### src/onf_isqrt.sv
`default_nettype none
// Floor square root, one result bit per stage.
module onf_isqrt #(
  parameter int IN_W = 46
) (
  input  wire logic              clk,
  input  wire logic [IN_W-1:0]   radicand,
  output logic [IN_W/2-1:0]      root
);

  localparam int STAGES = IN_W / 2;

  logic [IN_W-1:0] rad_q  [STAGES];
  logic [IN_W-1:0] root_q [STAGES];
  logic [IN_W-1:0] rad_d  [STAGES];
  logic [IN_W-1:0] root_d [STAGES];

  always_comb begin
    logic [IN_W-1:0] src_rad;
    logic [IN_W-1:0] src_root;
    logic [IN_W-1:0] bitv;
    logic [IN_W:0]   trial;
    for (int k = 0; k < STAGES; k++) begin
      if (k == 0) begin
        src_rad  = radicand;
        src_root = '0;
      end else begin
        src_rad  = rad_q[k-1];
        src_root = root_q[k-1];
      end
      bitv  = IN_W'(1) << (IN_W - 2 - 2 * k);
      trial = {1'b0, src_root} + {1'b0, bitv};
      if ({1'b0, src_rad} >= trial) begin
        rad_d[k]  = src_rad - trial[IN_W-1:0];
        root_d[k] = (src_root >> 1) + bitv;
      end else begin
        rad_d[k]  = src_rad;
        root_d[k] = src_root >> 1;
      end
    end
  end

  always_ff @(posedge clk) begin
    for (int k = 0; k < STAGES; k++) begin
      rad_q[k]  <= rad_d[k];
      root_q[k] <= root_d[k];
    end
  end

  assign root = root_q[STAGES-1][IN_W/2-1:0];

endmodule
`default_nettype wire

### config.mk
export PLATFORM = sky130hd
export DESIGN_NAME = onf_isqrt
export DESIGN_NICKNAME = d
export VERILOG_FILES = /design/src/onf_isqrt.sv
export SDC_FILE = /design/constraint.sdc
export NUM_CORES = 2
export LEC_CHECK = 0
export BUFFER_PORTS_ARGS = -buffer_cell sky130_fd_sc_hd__buf_2
export CAP_MARGIN = 20
export CORE_UTILIZATION = 30
export DETAILED_ROUTE_END_ITERATION = 7
export GPL_TIMING_DRIVEN = 0
export HOLD_SLACK_MARGIN = 0.12
export PLACE_DENSITY_LB_ADDON = 0.25
export SYNTH_ARGS = -nofsm -noshare
export SYNTH_HDL_FRONTEND = slang
export SYNTH_SLANG_ARGS = --single-unit
### constraint.sdc
create_clock -name clk -period 8.53 [get_ports clk]
set_clock_uncertainty 0.1 [all_clocks]
set_input_delay 1.706 -clock clk [delete_from_list [all_inputs] [get_ports clk]]
set_output_delay 1.706 -clock clk [all_outputs]
set_load 0.05 [all_outputs]
==> run metrics <==
cell taking the most area after synthesis dfxtp_1; htree depth 4; routed length per instance 16.41 µm; leakage roughly 25 nW; crit share post-route 0.5230; DRC viols 0; Internal Power between 10 and 15 mW; Peak VDD IR roughly 230 µV; Worst setup EP type register; syn_nets roughly 5k; worst-path fanout max 10; Core Rows approximately 150; compound-cell area share of the yosys netlist 0.1127; Crit Path Category register to register; CP Launch Type register; Final Hold Vio Count 0; Yosys reg bits ~1.3k; Max Root-Sink Buffers 3; Post-Place Cells between 6k and 7k; worst skew pair latency approximately 800 ps; predominant post-synthesis flop cell dfxtp_1; GP Congestion around 0.9; drt pass-1 iters 6; vias after detailed routing ~33k; Post-CTS Hold Buffers 0; initial antenna violation count 0; CTS tree done; class of the worst hold path register to register; Synth top cells by count 1,288 x dfxtp_1, 375 x inv_1, 331 x nand2_1, 295 x ha_1, 255 x o21ai_0; Seq/Total Area, Yosys 0.5392; chip width about 400 µm; GRT overflow 0; max cap viols 0; DRT iter0 DRCs 1,825; die height 401.2 µm; total core area 158,400 µm²; crit path time final ~4500 ps; WP data required 9100 ps; register share of total power 0.429; worst path arrival time just over 5000 ps; Post-Layout Cell Count just over 7k; register area about 26,000 µm²; clock sink count roughly 1.3k; Synth Instances ~4.7k; fmax 0.2242 GHz; Die Footprint between 150,000 and 200,000 µm²; power share of the clock group 0.308; worst slew margin relative to its limit 0.2001; Final HPWL DP about 94 mm; mean post-synth cell area about 10 µm²; vias in the first global route about 34k; Worst-path clk slew approximately 60 ps; DR vias/cell approximately 4.6; most numerous cell in the Yosys netlist dfxtp_1; Setup TNS 0 ps; cts repair resizes 0; Post-Synth Adder-Cell Area 0.07719; Synth top area share 0.5392; Switching Fraction 0.3325; first-pass GRT wire length 182.6 mm; dpl ws between 3000 and 4000 ps; IO Count 70; area of the multi-input gates around 20,000 µm²; ys async rst share 0; Final WS setup around 4000 ps; Final Setup Violations 0; Setup Fix Bufs, Post-CTS 0; Initial Util 0.3019; Comb pwr share 0.262; largest net degree at the start of global routing 17; fraction of layout cells with a size suffix above 1 0.07098; Root Driver clkbuf_16; area growth from synthesis to layout 16.42%; pins over their slew limit 0; Pwr Total around 20 mW; fill cell count approximately 16k; Pwr per Cell Area 362.4 nW/µm²; EDFF count, synth 0; largest family of logic cells by synthesized area simple AND/OR/NAND/NOR gates; CTS Buf Count 135; mux share of post-synthesis cell area 0.01136; fraction of the mapped netlist area in simple logic gates 0.1456; antenna-violating nets left 0; xor and xnor area share after synthesis 0.07821; I/O Buffers 69; post-synthesis cell type count just over 70; status finished, final reports clean; main area contributors after synthesis dfxtp_1 54%, ha_1 7.7%, xnor2_1 4.2%, xor2_1 3.6%, inv_1 2.9%; n_diodes 0; Yosys warnings 0; overall routing resource usage 0.1435; final wirelength 116.8 mm; switching power total about 6.7 mW; Least-Margin Pin Slew around 1200 ps; fin nets 5,286; Cell Area, Synth ~48,000 µm²; RSZ-0062 raised after global routing no
kinds of logic (layout without fill, tap and decap cells):
kind of cell	after synthesis	after routing
adder cells (fa/ha/maj)	295	295
XOR/XNOR	427	427
multiplexers	50	50
buffers and inverters	455	764
AND/OR/NAND/NOR	1350	1350
AO/OA/AOI/OAI	870	870
flip-flops	1288	1288
state kept, by name (all words and copies together) (netlist names):
name / flops
rad_q: 1012
root_q: 276
cell usage in the layout (no fill, tap or decap), drive strengths merged, types with 62 or more instances in the layout:
cell type,n
a21oi,238
nor4,154
ha,295
dfxtp,1288
clkbuf,244
inv,380
xnor2,231
nand2,331
nor3,147
nand4,72
nand3,86
a21o,104
nor2,243
nand2b,62
buf,79
o21ai,255
xor2,196
final cells by class:
type	count	share of cell area
Sequential cell	1288	0.4632
Multi-Input combinational cell	2992	0.3651
Clock buffer	172	0.06698
Tap cell	2072	0.04657
Inverter	376	0.02535
Clock inverter	65	0.02101
Timing Repair Buffer	72	0.006473
Buffer	79	0.005349
metal layers:
metal	up-vias	GRT usage	part of all wire
li1	16860	-	-
met1	15230	0.1661	0.43
met2	595	0.2593	0.50
met3	221	0.02358	0.034
met4	0	0.06150	0.036
met5	-	0	0
through the flow:
step                        util  cell area [µm²]  hold slack, ps
after floorplan                -            47820           222.4
after global placement    0.3205            50760           232.8
after detailed placement  0.3206            50770           234.0
after CTS                 0.3515            55670           237.7
after global routing      0.3515            55670           242.3
final                     0.3515            55670           239.7
worst paths after layout:
path | startpoint | end | slack, ps | cells after the start
worst min register to register | rad_q[0][27]$_DFF_P_ | rad_q[0][73]$_DFF_P_ | 240 | 0
worst max-delay path | root_q[1][337]$_DFF_P_ | rad_q[2][21]$_DFF_P_ | 4070 | 13
worst min-delay path | rad_q[0][27]$_DFF_P_ | rad_q[0][73]$_DFF_P_ | 240 | 0
worst max register to register | root_q[1][337]$_DFF_P_ | rad_q[2][21]$_DFF_P_ | 4070 | 13
power groups by stage:
stage	Sequential [mW]	Clock [mW]	Combinational (mW)
after global routing	8.82	6.66	5.93
final	8.66	6.22	5.29
after CTS	8.67	6.39	5.31
after global placement	8.80	0	5.25
after detailed placement	8.80	0	5.28
after floorplan	8.30	0	4.06
critical path, cell delays in order (launching register included):
cell and delay, ps:
dfxtp_1 370, inv_1 60, ha_1 380, o21ai_0 130
a21oi_1 160, nor2_1 100, o21ai_0 360, a41oi_1 310
o31ai_1 660, or4b_2 250, clkbuf_1 530, buf_1 560
nor2_1 120, a21oi_1 270
No activity file was read; power rests on OpenSTA's default activity.
