==> src/onf_div.sv <==
`default_nettype none
// Restoring divider, one quotient bit per stage, MSB first.
// Caller keeps num below den * 2^Q_W and DEN_W + Q_W - 1 <= NUM_W.
module onf_div #(
  parameter int NUM_W = 61,
  parameter int DEN_W = 46,
  parameter int Q_W   = 15
) (
  input  wire logic             clk,
  input  wire logic [NUM_W-1:0] num,
  input  wire logic [DEN_W-1:0] den,
  output logic [Q_W-1:0]        quo
);

  logic [NUM_W-1:0] rem_q [Q_W];
  logic [DEN_W-1:0] den_q [Q_W];
  logic [Q_W-1:0]   quo_q [Q_W];
  logic [NUM_W-1:0] rem_d [Q_W];
  logic [Q_W-1:0]   quo_d [Q_W];

  always_comb begin
    logic [NUM_W-1:0] src_rem;
    logic [DEN_W-1:0] src_den;
    logic [Q_W-1:0]   src_quo;
    logic [NUM_W-1:0] sh;
    for (int k = 0; k < Q_W; k++) begin
      if (k == 0) begin
        src_rem = num;
        src_den = den;
        src_quo = '0;
      end else begin
        src_rem = rem_q[k-1];
        src_den = den_q[k-1];
        src_quo = quo_q[k-1];
      end
      sh = NUM_W'(src_den) << (Q_W - 1 - k);
      if (src_rem >= sh) begin
        rem_d[k] = src_rem - sh;
        quo_d[k] = src_quo | (Q_W'(1) << (Q_W - 1 - k));
      end else begin
        rem_d[k] = src_rem;
        quo_d[k] = src_quo;
      end
    end
  end

  always_ff @(posedge clk) begin
    for (int k = 0; k < Q_W; k++) begin
      rem_q[k] <= rem_d[k];
      quo_q[k] <= quo_d[k];
      den_q[k] <= (k == 0) ? den : den_q[(k == 0) ? 0 : k-1];
    end
  end

  assign quo = quo_q[Q_W-1];

endmodule
`default_nettype wire

==> config.mk <==
export PLATFORM = sky130hd
export DESIGN_NAME = onf_div
export DESIGN_NICKNAME = d
export VERILOG_FILES = /design/src/onf_div.sv
export SDC_FILE = /design/constraint.sdc
export NUM_CORES = 2
export LEC_CHECK = 0
export BUFFER_PORTS_ARGS = -buffer_cell sky130_fd_sc_hd__buf_2
export CAP_MARGIN = 5
export CORE_MARGIN = 1
export CORE_UTILIZATION = 65
export CTS_BUF_LIST = sky130_fd_sc_hd__clkbuf_8
export DETAILED_ROUTE_END_ITERATION = 12
export MAX_ROUTING_LAYER = met4
export PLACE_DENSITY_LB_ADDON = 0.3
export SKIP_CTS_REPAIR_TIMING = 1
export SKIP_LAST_GASP = 1
export SLEW_MARGIN = 20
export SYNTH_ARGS = -nofsm -noshare
export SYNTH_HDL_FRONTEND = slang
export SYNTH_SLANG_ARGS = --single-unit
==> constraint.sdc <==
create_clock -name clk -period 7.5 [get_ports clk]
set_clock_uncertainty 0.2 [all_clocks]
set_input_delay 1.125 -clock clk [delete_from_list [all_inputs] [get_ports clk]]
set_output_delay 1.125 -clock clk [all_outputs]
set_load 0.01 [all_outputs]
==> impl_metrics.tcl <==
set metrics [dict create \
    period_share_pct 69.26 \
    crit_buf_inv 1 \
    crit_arrival_ns 5.84 \
    outcome "finished, final reports clean" \
    synthFlopType "dfxtp_1" \
    cts_htree_levels 5 \
    rr_startpoint "den_q[1][8]" \
    max_freq_ghz 0.1925 \
    drv_slew 0 \
    async_reset_ff_share_pct 0 \
    grt_max_degree 93 \
    p_leak_nw 40.80 \
    r2r_cells 13 \
    grt_pass1_wl_um 366200 \
    syn-cell-area_mm2 0.08213 \
    reg2reg_to "rem_q[1][115]" \
    worst-endpoint-required_ns 8.15 \
    ant_nets 0 \
    min_from "den[9]" \
    mostFrequentLayoutCells "dfxtp_1, inv_1, nand2_1" \
    drt_wl_total_um 237900 \
    rsz0062_at_grt "false" \
    maxSlewHeadroom_pct 11.56 \
    finalSetupViolCount 0 \
    track_usage_pct 37.15 \
    yosys.area.top_type "dfxtp_1" \
    cts.clk_slew.worst_paths_ns 0.07 \
    switchingPower_mw 17.86 \
    fin_nets 10490 \
    crit_fanout 44 \
    drtPass1Iterations 12 \
    yosysTopAreaCellShare_pct 39.44 \
    worstPathCellList "inv_1 -> ha_1 -> nand2_1 -> nor2_1 -> a31oi_1 -> o311a_1 -> a21oi_2 -> nand3_1 -> nand3_4 -> nor3b_2 -> o21ai_1 -> a2111oi_2 -> xor2_1" \
    clkPwrFrac_pct 19.0 \
    hold_slack_ns 0.03161 \
    maxCapViolations 0 \
    synthCells 9604 \
    p_seq_share_pct 30.9 \
    via_count 70780 \
    avgSynthCellArea_um2 8.552 \
    dp_hpwl_um 177900 \
    insertion_delay_ns 1.03 \
    grt_pass1_vias 70820 \
    yosysSeqAreaShare_pct 39.44 \
    swShare_pct 42.52 \
    path_depth 13 \
    post-route-util_pct 71.14 \
    hold_end "den_q[0][9]" \
    grt_overflow 0 \
    die_w_um 357.5 \
    path_delay_family "simple AND/OR/NAND/NOR gates" \
    p_int_mw 24.15 \
    combPwrFrac_pct 50.1 \
    yosys_register_bits 1618 \
    cts_tree "done" \
    synth_warnings 0 \
    holdPathStages 1 \
    routedWlPerCell_um 20.67 \
    pin_count 123 \
    synth-edff-count 0 \
    rows 130 \
    powerDensity_mw_per_mm2 471.0 \
    final_common_cell "dfxtp_1" \
    crit_type "reg -> reg" \
    cts_sinks 1618 \
    cp-start-kind "flip-flop" \
    drc_errors 0 \
    drive_above_1_share_pct 7.338 \
    gp_congestion 0.9689 \
    drtIter0Drc 6074 \
    area_delta_synth_final_pct 8.618 \
    dieArea_mm2 0.1278 \
    ir_drop_mv 0.2820 \
    tightestPinTransition_ns 1.317 \
    synth_area_leaders "dfxtp_1, ha_1, a21oi_1" \
    synthesis.nets 10420 \
    fp.dieH_um 357.5 \
    yosysUniqueCellTypes 120 \
    clockBufferDepth 4 \
    cts-root-buf "clkbuf_8" \
    hp-class "in -> reg" \
    hold_viol_final 0 \
    slowest_delay_ns 0.77 \
    core-area_mm2 0.1254 \
    vias_per_cell 6.150 \
    antenna_found_initial 5 \
    setup.worst_path.end_class "flip-flop" \
    numPortBuffers 122 \
    r2r_slack_ns 2.31 \
    critPathSlowestCell "nor2_1" \
    start_util_pct 65.49 \
    cts_made_buffers 282 \
    finalSetupTns_ns 0 \
    min_period_ns 5.195 \
]
metal layers:
layer	global-route usage (%)	part of all wire [%]	up-vias
li1	-	-	33570
met1	34.77	35	32540
met2	66.32	50	3456
met3	5.235	5.5	1215
met4	32.46	9.9	0
met5	-	0	-
cells by family after synthesis:
family / synth area share [%]
AOI/OAI and AO/OA: 21.00
xor gates and xnor gates: 7.273
adders and majority gates: 10.85
buffers and inverters: 5.861
DFF: 39.44
muxes: 1.015
and+or+nand+nor: 14.56
flip-flops by register name, indices dropped and copies added (netlist names):
signal and cells:
rem_q 854, den_q 644, quo_q 120
stage by stage:
stage	cells	cell area, um2	power [mW]	setup slack (ns)
2_1_floorplan	9604	82130	28.01	3.358
3_3_place_gp	11040	83670	32.60	2.117
3_5_place_dp	11040	83670	33.17	2.069
4_1_cts	11500	89180	41.48	2.530
5_1_grt	11510	89200	44.58	2.222
6_report	11510	89210	42.01	2.305
cell type report:
type / count / area, um2
sequential: 1618 / 32390
timing repair buffer: 151 / 855.8
clock inverter: 132 / 955.9
tap: 1650 / 2064
fill: 9193 / 36200
multi-input combinational: 6740 / 45060
clock buffer: 331 / 4556
inverter: 881 / 3309
antenna: 6 / 15.01
power groups by stage:
stage	clock [mW]	combinational (mW)	sequential (mW)
after global routing	8.50	22.9	13.1
after global placement	0	19.7	12.9
final	8.00	21.0	13.0
after CTS	8.09	20.5	12.9
after floorplan	0	15.6	12.4
after detailed placement	0	20.2	13.0
cells in the mapped netlist, types with 38 or more instances:
cell,number
dfxtp_1,1618
nand2_1,890
inv_1,879
a21oi_1,878
o21ai_0,745
ha_1,690
nor2_1,575
a21o_1,407
xnor2_1,373
xor2_1,309
clkbuf_1,292
nand4_1,201
nand3_1,160
nor3_1,123
nand2b_1,102
o21bai_1,102
nor2b_1,100
a31oi_1,73
o21a_1,73
a211oi_1,69
nor4_1,69
and3_1,66
mux2_2,57
o31ai_1,57
buf_2,48
o211ai_1,46
or3_1,38
worst max-delay path by stage:
stage,from,end,slack (ns)
2_1_floorplan,den[14],rem_q[0][58],3.36
3_3_place_gp,den[5],rem_q[0][21],2.12
3_5_place_dp,den[9],rem_q[0][17],2.07
4_1_cts,rem_q[0][13],rem_q[0][100],2.53
5_1_grt,den_q[0][184],rem_q[0][333],2.22
6_report,den_q[1][8],rem_q[1][115],2.31
No activity file was read; power rests on OpenSTA's default activity.
